`config.mk`:
```
export PLATFORM = sky130hd
export DESIGN_NAME = tfgm_out_fifo
export DESIGN_NICKNAME = d
export VERILOG_FILES = /design/src/tfgm_pkg.sv /design/src/tfgm_out_fifo.sv
export SDC_FILE = /design/constraint.sdc
export NUM_CORES = 2
export LEC_CHECK = 0
export BUFFER_PORTS_ARGS = -buffer_cell sky130_fd_sc_hd__buf_2
export CAP_MARGIN = 15
export CORE_UTILIZATION = 54
export CTS_CLUSTER_DIAMETER = 100
export DETAILED_ROUTE_END_ITERATION = 7
export PLACE_DENSITY = 0.83
export SYNTH_ARGS = -nofsm -noshare
export SYNTH_HDL_FRONTEND = slang
export SYNTH_SLANG_ARGS = --single-unit
```
`constraint.sdc`:
```
create_clock -name clk -period 22.7 [get_ports clk]
set_input_delay 2.27 -clock clk [delete_from_list [all_inputs] [get_ports clk]]
set_output_delay 2.27 -clock clk [all_outputs]
set_load 0.05 [all_outputs]
```
`src/tfgm_pkg.sv`:
```
// ----------------------------------------------------------------------------
// tfgm_pkg
// Types, codes and helper functions shared by the frame gap monitor modules.
// ----------------------------------------------------------------------------
package tfgm_pkg;

    localparam int NUM_SPANS_DEFAULT = 2;
    localparam int OUT_FIFO_DEPTH    = 8;

    localparam int IN_TDATA_W  = 136;
    localparam int OUT_TDATA_W = 288;
    localparam int TIME_W      = 52;

    typedef enum logic [2:0] {
        CLS_NOT_TDM    = 3'd0,
        CLS_FIRST      = 3'd1,
        CLS_SECOND     = 3'd2,
        CLS_OTHER      = 3'd3,
        CLS_SPAN_RANGE = 3'd4
    } frame_class_t;

    typedef enum logic [1:0] {
        GAP_NONE = 2'd0,
        GAP_IN   = 2'd1,
        GAP_OUT  = 2'd2
    } gap_status_t;

    // Request into the timing stage.
    typedef struct packed {
        frame_class_t        cls;
        logic                oerr;
        logic [TIME_W-1:0]   now;
    } tim_req_t;

    // Result of the timing stage, handed on to the statistics stage.
    typedef struct packed {
        frame_class_t  cls;
        gap_status_t   status;
        logic [31:0]   gap;
        logic          oerr;
        logic [31:0]   frames;
        logic [31:0]   oerr_count;
        logic          in_window;
        logic [19:0]   gap_short;
    } tim_res_t;

    // One result item as it leaves the block.
    typedef struct packed {
        logic [63:0]   gap_square_sum;
        logic [47:0]   gap_sum;
        logic [31:0]   accepted_count;
        logic [31:0]   order_error_count;
        logic [19:0]   max_gap_us;
        logic [19:0]   min_gap_us;
        logic [31:0]   frame_count;
        logic          order_error;
        logic [31:0]   gap_us;
        gap_status_t   gap_status;
        frame_class_t  frame_class;
    } result_t;

    function automatic logic [31:0] inc_sat32(input logic [31:0] v);
        return (v == '1) ? v : v + 32'd1;
    endfunction

    function automatic logic is_stream(input frame_class_t c);
        return (c == CLS_FIRST) || (c == CLS_SECOND);
    endfunction

endpackage

```
`src/tfgm_out_fifo.sv`:
```
// ----------------------------------------------------------------------------
// tfgm_out_fifo
// Result queue between the pipeline and the output stream.
// ----------------------------------------------------------------------------
module tfgm_out_fifo #(
    parameter int  DEPTH = tfgm_pkg::OUT_FIFO_DEPTH,
    localparam int PTR_W = $clog2(DEPTH),
    localparam int CNT_W = PTR_W + 1
) (
    input  logic               clk,
    input  logic               rst_n,
    input  logic               push,
    input  tfgm_pkg::result_t  push_data,
    input  logic               pop,
    output tfgm_pkg::result_t  head,
    output logic               not_empty,
    output logic [CNT_W-1:0]   count
);

    tfgm_pkg::result_t  slots [DEPTH];
    logic [PTR_W-1:0]   wr_ptr_reg;
    logic [PTR_W-1:0]   rd_ptr_reg;
    logic [CNT_W-1:0]   count_reg;
    logic               do_pop;

    assign do_pop    = pop && (count_reg != '0);
    assign head      = slots[rd_ptr_reg];
    assign not_empty = (count_reg != '0);
    assign count     = count_reg;

    always_ff @(posedge clk)
    begin
        if (push)
        begin
            slots[wr_ptr_reg] <= push_data;
        end
    end

    always_ff @(posedge clk or negedge rst_n)
    begin
        if (!rst_n)
        begin
            wr_ptr_reg <= '0;
            rd_ptr_reg <= '0;
            count_reg  <= '0;
        end
        else
        begin
            if (push)
            begin
                wr_ptr_reg <= (wr_ptr_reg == PTR_W'(DEPTH - 1)) ? '0 : wr_ptr_reg + 1'b1;
            end
            if (do_pop)
            begin
                rd_ptr_reg <= (rd_ptr_reg == PTR_W'(DEPTH - 1)) ? '0 : rd_ptr_reg + 1'b1;
            end
            case ({push, do_pop})
                2'b10:   count_reg <= count_reg + 1'b1;
                2'b01:   count_reg <= count_reg - 1'b1;
                default: count_reg <= count_reg;
            endcase
        end
    end

endmodule

```
==> metrics.txt <==
status=completed; first-pass GRT wire length=268000 µm; post-placement cell area=92000 µm²; CTS tree=done; crit path cell chain=buf_4, buf_4, buf_4, mux4_2, mux2_2, buf_2; Final setup viols=0; Layout area overhead=14.0%; layout cell share with drive strength beyond 1=0.405; reg-to-reg startpoint=wr_ptr_reg[1]; final hold vios=0; Starting Density=0.546; remaining antenna violation count=0; vias per cell=6.05; Worst Hold Class=reg2reg; reg2reg path depth=4; placer congestion estimate=0.747; fmax=125 MHz; EDFF count, synth=2288; net count after synthesis=3665; Worst-Skew Late Latency=0.83 ns; hold_sp=wr_ptr_reg[1]; final wirelength=184000 µm; Gates resized, CTS repair=0; fin worst setup slack=14.73 ns; relative slew slack=0.0963; leading area contributor after synthesis=edfxtp_1; Die Footprint=163000 µm²; Max-Cap Viols=0; largest net degree at the start of global routing=162; synthesized area per cell=25.8 µm²; number of flip-flops in the largest register=2288; startpoint types=flip-flop; Power Total=14.3 mW; first drt pass iteration count=5; Synth top area share=0.791; WHS Endpoint=wr_ptr_reg[1]; DRT iter0 DRCs=3515; CP Data Arrival Time=5.70 ns; clock sink total=2298; final worst path period share=0.351; synth top area cells=edfxtp_1 79%, mux4_2 12%, mux2_2 3.8%, mux4_1 2.8%, buf_6 0.74%; Clock Skew=0.0343 ns; synth warn=0; main flop type after synthesis=edfxtp_1; CTS H-tree depth=4; initial antenna violation count=53; CORE AREA=159000 µm²; required time worst endpoint=20.43 ns; Least-Margin Pin Slew=1.36 ns; unique cell type count in the Yosys netlist=30; clock root buffer=clkbuf_16; CP Capture Type=primary output; drt drc=0; pwr dens=144 nW/µm²; post-CTS setup buffers=0; reg2reg end=slots[2][175]; number of global-route vias before repair=40872; clk buf depth=3; global router's overall resource usage=0.226; Synth Register Bits=2298; most frequent CP cell=buf_4; dpl ws=15.55 ns; placed cell count=5990; # hold bufs at CTS=0; routed len/inst=28.6 µm; Post-Syn Instances=3368; Pins Over Slew Limit=0; Vias=38875; I/O Buffers=580; non-filler cells, final=6429; TritonCTS Buffers=217; Slowest Stage Delay on Critical Path=1.06 ns; RSZ-0062 raised after global routing=false; fraction of registers with async set/reset=0.00435; global route overflow=0; Setup TNS=0 ns; Worst-path clk slew=0.06 ns; die width=403 µm; peak supply drop=0.146 mV; register area share after synthesis=0.793; synthesized area=86900 µm²; final instance area=99100 µm²; Ports=581; Slowest cell on crit path=dfrtp_4; site row count=146; NumNets Final=4360; P_leak=32.2 nW; Reg2Reg Setup Slack=19.01 ns; die height=403 µm; WS Path Type=reg2out; Critical Path Fanout Max=77; hold path depth=1; minimum clock period=7.97 ns; DP Wirelength=96100 µm
metal layers:
| layer | track usage | share of wire | vias to the layer above |
|---|---|---|---|
| li1 | - | - | 16102 |
| met3 | 0.0552 | 0.076 | 365 |
| met1 | 0.287 | 0.37 | 20689 |
| met2 | 0.381 | 0.52 | 1677 |
| met4 | 0.0839 | 0.030 | 42 |
| met5 | 0 | 0.0015 | - |
cell families after synthesis:
group,share of synthesized area
fa+ha+maj,0.00101
flops,0.793
xor+xnor,0.000302
buf+inv,0.0130
mux,0.190
compound gates,0.000533
simple gates,0.00140
power by group:
part	leakage [nW]	switching [mW]	internal, mW
Clock	3.37	1.55	1.97
Sequential	20.9	0.212	5.33
Combinational	7.92	3.43	1.78
Total	32.2	5.18	9.07
worst max path at each step:
stage             startpoint           to  slack (ns)  cells past startpoint
2_1_floorplan           push  slots[1][0]        7.51                      2
3_3_place_gp   rd_ptr_reg[1]     head[61]       15.67                      6
3_5_place_dp   rd_ptr_reg[1]     head[37]       15.55                      6
4_1_cts        rd_ptr_reg[1]     head[44]       14.57                      6
5_1_grt        rd_ptr_reg[0]     head[29]       14.46                      6
6_report       rd_ptr_reg[1]     head[44]       14.73                      6
Yosys cell counts (all sizes together) (2+ instances only):
| master | number |
|---|---|
| xnor2 | 2 |
| inv | 4 |
| or4 | 2 |
| nor3 | 2 |
| nor2 | 9 |
| ha | 7 |
| nand2 | 3 |
| mux2 | 293 |
| mux4 | 572 |
| edfxtp | 2288 |
| nand2b | 3 |
| dfrtp | 10 |
| clkbuf | 48 |
| buf | 113 |
per-stage QoR:
step,hold WS (ns),utilization
after global placement,0.538,0.578
after global routing,0.600,0.622
final,0.563,0.623
after detailed placement,0.553,0.578
after CTS,0.569,0.622
after floorplan,0.521,-
cells in the final DEF (no fill, tap or decap), drive strengths merged, types with 9 or more instances in the layout:
cell type and n:
clkbuf 273, edfxtp 2288, mux2 293, diode 38, mux4 572, nor2 9
dfrtp 10, clkinv 97, inv 12, buf 637, bufinv 16
worst max-delay path, delay by kind of cell (launching register included):
family / cells / cell delay, ns
flops: 1 / 1.06
mux: 2 / 0.78
buf+inv: 4 / 2.80
area by class of cell:
| class | instances | area [µm²] |
|---|---|---|
| Clock inverter | 128 | 1260 |
| Fill cell | 10058 | 60000 |
| Multi-Input combinational cell | 905 | 16900 |
| Inverter | 4 | 15.0 |
| Antenna cell | 38 | 95.1 |
| Sequential cell | 2298 | 69000 |
| Timing Repair Buffer | 637 | 3470 |
| Clock buffer | 273 | 5700 |
| Tap cell | 2146 | 2690 |
Power figures use the tool's default switching activity.
