[src/tfgm_pkg.sv]
// ----------------------------------------------------------------------------
// tfgm_pkg
// Types, codes and helper functions shared by the frame gap monitor modules.
// ----------------------------------------------------------------------------
package tfgm_pkg;

    localparam int NUM_SPANS_DEFAULT = 2;
    localparam int OUT_FIFO_DEPTH    = 8;

    localparam int IN_TDATA_W  = 136;
    localparam int OUT_TDATA_W = 288;
    localparam int TIME_W      = 52;

    typedef enum logic [2:0] {
        CLS_NOT_TDM    = 3'd0,
        CLS_FIRST      = 3'd1,
        CLS_SECOND     = 3'd2,
        CLS_OTHER      = 3'd3,
        CLS_SPAN_RANGE = 3'd4
    } frame_class_t;

    typedef enum logic [1:0] {
        GAP_NONE = 2'd0,
        GAP_IN   = 2'd1,
        GAP_OUT  = 2'd2
    } gap_status_t;

    // Request into the timing stage.
    typedef struct packed {
        frame_class_t        cls;
        logic                oerr;
        logic [TIME_W-1:0]   now;
    } tim_req_t;

    // Result of the timing stage, handed on to the statistics stage.
    typedef struct packed {
        frame_class_t  cls;
        gap_status_t   status;
        logic [31:0]   gap;
        logic          oerr;
        logic [31:0]   frames;
        logic [31:0]   oerr_count;
        logic          in_window;
        logic [19:0]   gap_short;
    } tim_res_t;

    // One result item as it leaves the block.
    typedef struct packed {
        logic [63:0]   gap_square_sum;
        logic [47:0]   gap_sum;
        logic [31:0]   accepted_count;
        logic [31:0]   order_error_count;
        logic [19:0]   max_gap_us;
        logic [19:0]   min_gap_us;
        logic [31:0]   frame_count;
        logic          order_error;
        logic [31:0]   gap_us;
        gap_status_t   gap_status;
        frame_class_t  frame_class;
    } result_t;

    function automatic logic [31:0] inc_sat32(input logic [31:0] v);
        return (v == '1) ? v : v + 32'd1;
    endfunction

    function automatic logic is_stream(input frame_class_t c);
        return (c == CLS_FIRST) || (c == CLS_SECOND);
    endfunction

endpackage

[src/tfgm_stats.sv]
// ----------------------------------------------------------------------------
// tfgm_stats
// Per-stream gap statistics memory: min, max, in-window count, sum and sum of
// squares. Read through a registered port, updated on in-window gaps, with forwarding.
// ----------------------------------------------------------------------------
module tfgm_stats #(
    parameter int  NUM_SPANS = tfgm_pkg::NUM_SPANS_DEFAULT,
    localparam int SPAN_W    = (NUM_SPANS > 1) ? $clog2(NUM_SPANS) : 1,
    localparam int STREAM_W  = SPAN_W + 1
) (
    input  logic                 clk,
    input  logic                 rst_n,
    input  logic [STREAM_W-1:0]  rd_idx,
    input  logic                 cur_valid,
    input  logic [STREAM_W-1:0]  cur_idx,
    input  tfgm_pkg::tim_res_t   cur,
    output tfgm_pkg::result_t    res
);

    localparam int          NUM_STREAMS   = 2 * NUM_SPANS;
    localparam logic [19:0] MIN_GAP_RESET = 20'd999999;

    typedef struct packed {
        logic [19:0] min_gap;
        logic [19:0] max_gap;
        logic [31:0] accepted;
        logic [47:0] gap_sum;
        logic [63:0] square_sum;
    } stat_entry_t;

    stat_entry_t             mem [NUM_STREAMS];
    logic [NUM_STREAMS-1:0]  valid_reg;
    stat_entry_t             rd_data_reg;
    logic                    rd_valid_reg;
    logic                    fwd_valid_reg;
    logic [STREAM_W-1:0]     fwd_idx_reg;
    stat_entry_t             fwd_data_reg;

    logic          wr_en;
    logic          fwd_hit;
    stat_entry_t   base;
    stat_entry_t   new_entry;
    logic [19:0]   g;
    logic [39:0]   square;
    logic [48:0]   sum_ext;
    logic [64:0]   sq_ext;

    always_ff @(posedge clk)
    begin
        rd_data_reg  <= mem[rd_idx];
        rd_valid_reg <= valid_reg[rd_idx];
        fwd_idx_reg  <= cur_idx;
        fwd_data_reg <= new_entry;
        if (wr_en)
        begin
            mem[cur_idx] <= new_entry;
        end
    end

    always_ff @(posedge clk or negedge rst_n)
    begin
        if (!rst_n)
        begin
            valid_reg     <= '0;
            fwd_valid_reg <= 1'b0;
        end
        else
        begin
            fwd_valid_reg <= wr_en;
            if (wr_en)
            begin
                valid_reg[cur_idx] <= 1'b1;
            end
        end
    end

    always_comb
    begin
        wr_en   = cur_valid && cur.in_window;
        fwd_hit = fwd_valid_reg && (fwd_idx_reg == cur_idx);
        if (fwd_hit)
        begin
            base = fwd_data_reg;
        end
        else if (rd_valid_reg)
        begin
            base = rd_data_reg;
        end
        else
        begin
            // An entry never written holds the reset statistics.
            base         = '0;
            base.min_gap = MIN_GAP_RESET;
        end

        g       = cur.gap_short;
        square  = {20'd0, g} * {20'd0, g};
        sum_ext = {1'b0, base.gap_sum} + {29'd0, g};
        sq_ext  = {1'b0, base.square_sum} + {25'd0, square};

        new_entry = base;
        if (cur.in_window)
        begin
            new_entry.min_gap    = (g < base.min_gap) ? g : base.min_gap;
            new_entry.max_gap    = (g > base.max_gap) ? g : base.max_gap;
            new_entry.accepted   = tfgm_pkg::inc_sat32(base.accepted);
            new_entry.gap_sum    = sum_ext[48] ? '1 : sum_ext[47:0];
            new_entry.square_sum = sq_ext[64] ? '1 : sq_ext[63:0];
        end

        res             = '0;
        res.frame_class = cur.cls;
        if (tfgm_pkg::is_stream(cur.cls))
        begin
            res.gap_status        = cur.status;
            res.gap_us            = cur.gap;
            res.order_error       = cur.oerr;
            res.frame_count       = cur.frames;
            res.order_error_count = cur.oerr_count;
            res.min_gap_us        = new_entry.min_gap;
            res.max_gap_us        = new_entry.max_gap;
            res.accepted_count    = new_entry.accepted;
            res.gap_sum           = new_entry.gap_sum;
            res.gap_square_sum    = new_entry.square_sum;
        end
    end

endmodule

[config.mk]
export PLATFORM = sky130hd
export DESIGN_NAME = tfgm_stats
export DESIGN_NICKNAME = d
export VERILOG_FILES = /design/src/tfgm_pkg.sv /design/src/tfgm_stats.sv
export SDC_FILE = /design/constraint.sdc
export NUM_CORES = 2
export LEC_CHECK = 0
export BUFFER_PORTS_ARGS = -buffer_cell sky130_fd_sc_hd__buf_2
export CAP_MARGIN = 20
export CORE_MARGIN = 8
export CORE_UTILIZATION = 55
export DETAILED_ROUTE_END_ITERATION = 6
export GPL_TIMING_DRIVEN = 0
export PLACE_DENSITY = 0.84
export REMOVE_ABC_BUFFERS = 1
export SYNTH_ARGS = -nofsm -noshare
export SYNTH_HDL_FRONTEND = slang
export SYNTH_SLANG_ARGS = --single-unit
[constraint.sdc]
create_clock -name clk -period 9 [get_ports clk]
set_input_delay 0.9 -clock clk [delete_from_list [all_inputs] [get_ports clk]]
set_output_delay 0.9 -clock clk [all_outputs]
set_load 0.005 [all_outputs]
==> out/metrics.sh <==
NETLIST_AREA_PRE_PLACE_UM2=58200
CLOCK_LATENCY_OF_THE_LATER_CLOCKED_REGISTER_IN_THE_WORST_SKEW_PAIR_NS=0.73
ROUTED_WIRELENGTH_MM=161
FINAL_HOLD_VIOL_COUNT=0
PLACEABLECOREAREA_UM2=105000
BOUNDARYPINS=416
WORSTSETUPPATHTYPE='register to primary output'
CHIPHEIGHT_UM=341
CTS_MAX_PATH_BUFFERS=3
DRT_ITER0_DRC=4476
SETUP_VIOLATIONS=0
HPWL_REPORTED_AT_THE_END_OF_DETAILED_PLACEMENT_MM=108
TNS_NS=0
GRT_OVERFLOW=0
LAYOUT-DRIVE-GT1-SHARE_PCT=20.7
CP-START-KIND='register'
ROW_COUNT=119
TRITONCTS.NUM_BUFFERS=107
WORST_SETUP_PATH_END_KIND='primary output'
SEQUENTIAL_TO_TOTAL_AREA_SHARE_FROM_YOSYS_STAT_PCT=51.0
VIOLATIONS='DRC'
REGTOREGSETUPSLACK_NS=1.31
CTS.CLK_SLEW.WORST_PATHS_NS=0.06
AREA.GROWTH.SYNTH_TO_FINAL_PCT=16.1
GRT_MAX_DEGREE=79
HOLD_WS_NS=0.426
FINISH.INSTANCE_AREA_UM2=67500
WORST_PIN_SLEW_NS=1.14
GRT_USAGE_PCT=26.6
DISTINCT_CELL_TYPE_COUNT_AFTER_SYNTHESIS=87
ANTENNA_FOUND_INITIAL=5
INITIAL_CORE_UTIL_PCT=55.3
COUNT_OF_FLIP_FLOPS_WITH_A_BUILT_IN_ENABLE_AFTER_SYNTHESIS=736
CTS_TREE='built'
LARGEST_REG_FLOPS=736
DETAIL_ROUTE.DRC_VIOLATIONS=2
FF2FF_PATH_DEPTH=27
DETAIL_ROUTE.VIAS_PER_CELL=6.13
RSZ0062_AT_GRT='yes'
TIMING.SLEW.HEADROOM_PCT=23.8
FIRST_GLOBAL_VIAS=42500
HOLD_END='fwd_idx_reg[1]$_DFF_P_'
RR_ENDPOINT='mem[1][3]$_DFFE_PP_'
DETAILED_PLACE.AREA_UM2=62700
FINAL_NET_COUNT=5829
SYNTH.YOSYS.WARNINGS=0
NUMBER_OF_MAX_SLEW_VIOLATIONS_IN_THE_FINAL_REPORT=0
CELL_WITH_THE_LARGEST_STAGE_DELAY_ON_THE_WORST_PATH='sky130_fd_sc_hd__fa_1'
POST_SYNTH_INST_COUNT=4741
TIMING.HOLD.WORST.START='cur_idx[1]'
YOSYS_MOST_USED_DFF='sky130_fd_sc_hd__edfxtp_1'
CTSHTREEMAXLEVEL=3
MIN_DELAY_PATH_DEPTH=1
DIE_WIDTH_UM=341
SLOWEST_DELAY_NS=0.58
ROUTED-VIA-COUNT=40800
CP_DATA_ARRIVAL_TIME_NS=8.06
CRIT_PATH_FREQUENT_CELL='sky130_fd_sc_hd__fa_1'
FINAL_ANTENNA_NET_COUNT=0
TIMING.CLOCK.SKEW_NS=0.0440
TIMING.FINAL.CRIT_SHARE_PCT=99.6
OUTCOME='complete, but fails checks'
YOSYS_REGISTER_BITS=1112
FIRST_PASS_ITERS=7
ASYNC_RESET_FF_SHARE_PCT=0.450
WIRE_PER_INST_UM=24.3
POSTSYNTHAREAPERCELL_UM2=12.3
DRV_CAP=0
CLOCK-ROOT-BUFFER='sky130_fd_sc_hd__clkbuf_16'
WORSTHOLDPATHTYPE='primary input to register'
GP_ROUTABILITY_CONGESTION=0.924
GRT_PASS1_WL_MM=242
DIE_AREA_UM2=116000
REG2REG_FROM='fwd_idx_reg[1]$_DFF_P_'
CRIT_FANOUT=22
FINALCOREUTILIZATION_PCT=64.2
IO_BUFFER_COUNT=415
FINALCRITICALPERIOD_NS=8.96
CTS.SINKS=1112
MAXCLOCKFREQUENCY_MHz=112
TIMING.CRITICAL_PATH.REQUIRED_NS=8.10
[synthesized netlist by cell type (22+ instances only)]
library cell               instances  area share [%]
sky130_fd_sc_hd__a211oi_1         54            0.70
sky130_fd_sc_hd__a21o_1           40            0.52
sky130_fd_sc_hd__a21oi_1         260             2.2
sky130_fd_sc_hd__a31oi_1          38            0.41
sky130_fd_sc_hd__and2_1          237             2.5
sky130_fd_sc_hd__and3_1           96             1.0
sky130_fd_sc_hd__buf_1            47            0.30
sky130_fd_sc_hd__buf_2            35            0.30
sky130_fd_sc_hd__clkbuf_1        162             1.0
sky130_fd_sc_hd__dfxtp_1         371              13
sky130_fd_sc_hd__edfxtp_1        736              38
sky130_fd_sc_hd__fa_1            321              11
sky130_fd_sc_hd__ha_1            214             4.6
sky130_fd_sc_hd__inv_1           519             3.3
sky130_fd_sc_hd__mux4_2          185             7.2
sky130_fd_sc_hd__nand2_1         448             2.9
sky130_fd_sc_hd__nand3_1         146             1.3
sky130_fd_sc_hd__nand4_1          53            0.57
sky130_fd_sc_hd__nor2_1          179             1.2
sky130_fd_sc_hd__nor3_1           57            0.49
sky130_fd_sc_hd__o21a_1           22            0.28
sky130_fd_sc_hd__o21ai_0          79            0.68
sky130_fd_sc_hd__o221a_2          31            0.60
sky130_fd_sc_hd__o22a_1           25            0.38
sky130_fd_sc_hd__xnor2_1          69             1.0
sky130_fd_sc_hd__xor2_1           60            0.90
[cell usage in the layout (no fill, tap or decap), drive strengths merged, types with 185 or more instances in the layout]
| cell type | instances |
|---|---|
| mux4 | 185 |
| buf | 559 |
| inv | 525 |
| fa | 321 |
| edfxtp | 736 |
| and2 | 237 |
| nand2 | 449 |
| a21oi | 262 |
| ha | 214 |
| dfxtp | 371 |
[worst max-delay path: cells and delay by family, from the launching register on]
kind / cells / cell delay (ns)
fa+ha+maj: 7 / 3.44
simple gates: 6 / 1.24
compound gates: 4 / 0.83
buf+inv: 7 / 0.76
flops: 1 / 0.39
mux: 1 / 0.39
xor+xnor: 1 / 0.28
[cells by family after synthesis]
kind of cell,after synthesis,synth area share (%)
xor gates and xnor gates,129,1.94
muxes,216,7.72
adders and majority gates,535,15.7
and+or+nand+nor,1318,11.2
DFF,1112,51.0
buffers and inverters,776,5.17
AOI/OAI and AO/OA,655,7.34
[how the worst max path moves through the flow]
stage,startpoint,end,slack [ns],depth (start not counted)
after global placement,cur[20],valid_reg[1]$_DFFE_PN0P_,-20.90,4
final,fwd_idx_reg[1]$_DFF_P_,res[272],0.04,26
after floorplan,cur_valid,valid_reg[1]$_DFFE_PN0P_,-6.63,3
after global routing,fwd_idx_reg[1]$_DFF_P_,res[272],-0.14,26
after detailed placement,cur_idx[0],res[274],-2.10,27
after CTS,cur[11],res[256],0.008,24
[per-stage QoR]
| step | setup WS [ns] | cells |
|---|---|---|
| detailed placement | -2.10 | 6400 |
| finish | 0.0384 | 6652 |
| global placement | -20.90 | 6293 |
| global route | -0.144 | 6650 |
| CTS | 0.00836 | 6621 |
| floorplan | -6.63 | 4487 |
[cell type report]
type,instances,area (um2)
Fill cell,7348,37600
Antenna cell,2,5.00
Multi-Input combinational cell,2855,26100
Timing Repair Buffer,566,4340
Tap cell,1391,1740
Clock buffer,138,2890
Sequential cell,1112,29700
Clock inverter,66,781
Inverter,522,1980
[what timing repair did]
item                                    in CTS  in global routing
cloned                                       3                  6
pin swaps                                   15                 24
buffers inserted                            16                 23
resized for setup                           77                 96
hold endpoints to repair                     5                  0
hold buffers                                 1                  0
endpoints found under the setup margin     334                 64
[metal layers]
metal | track usage [%] | routed length (um) | vias up
met5 | 0 | 0 | -
met4 | 12.1 | 8030 | 0
met3 | 5.66 | 15500 | 488
met2 | 44.8 | 79500 | 2483
met1 | 32.8 | 58300 | 20300
li1 | - | - | 17500
Power is left out: the tool's default activity adds up to more than one toggle a clock period on the data nets, which glitch-free logic cannot reach.
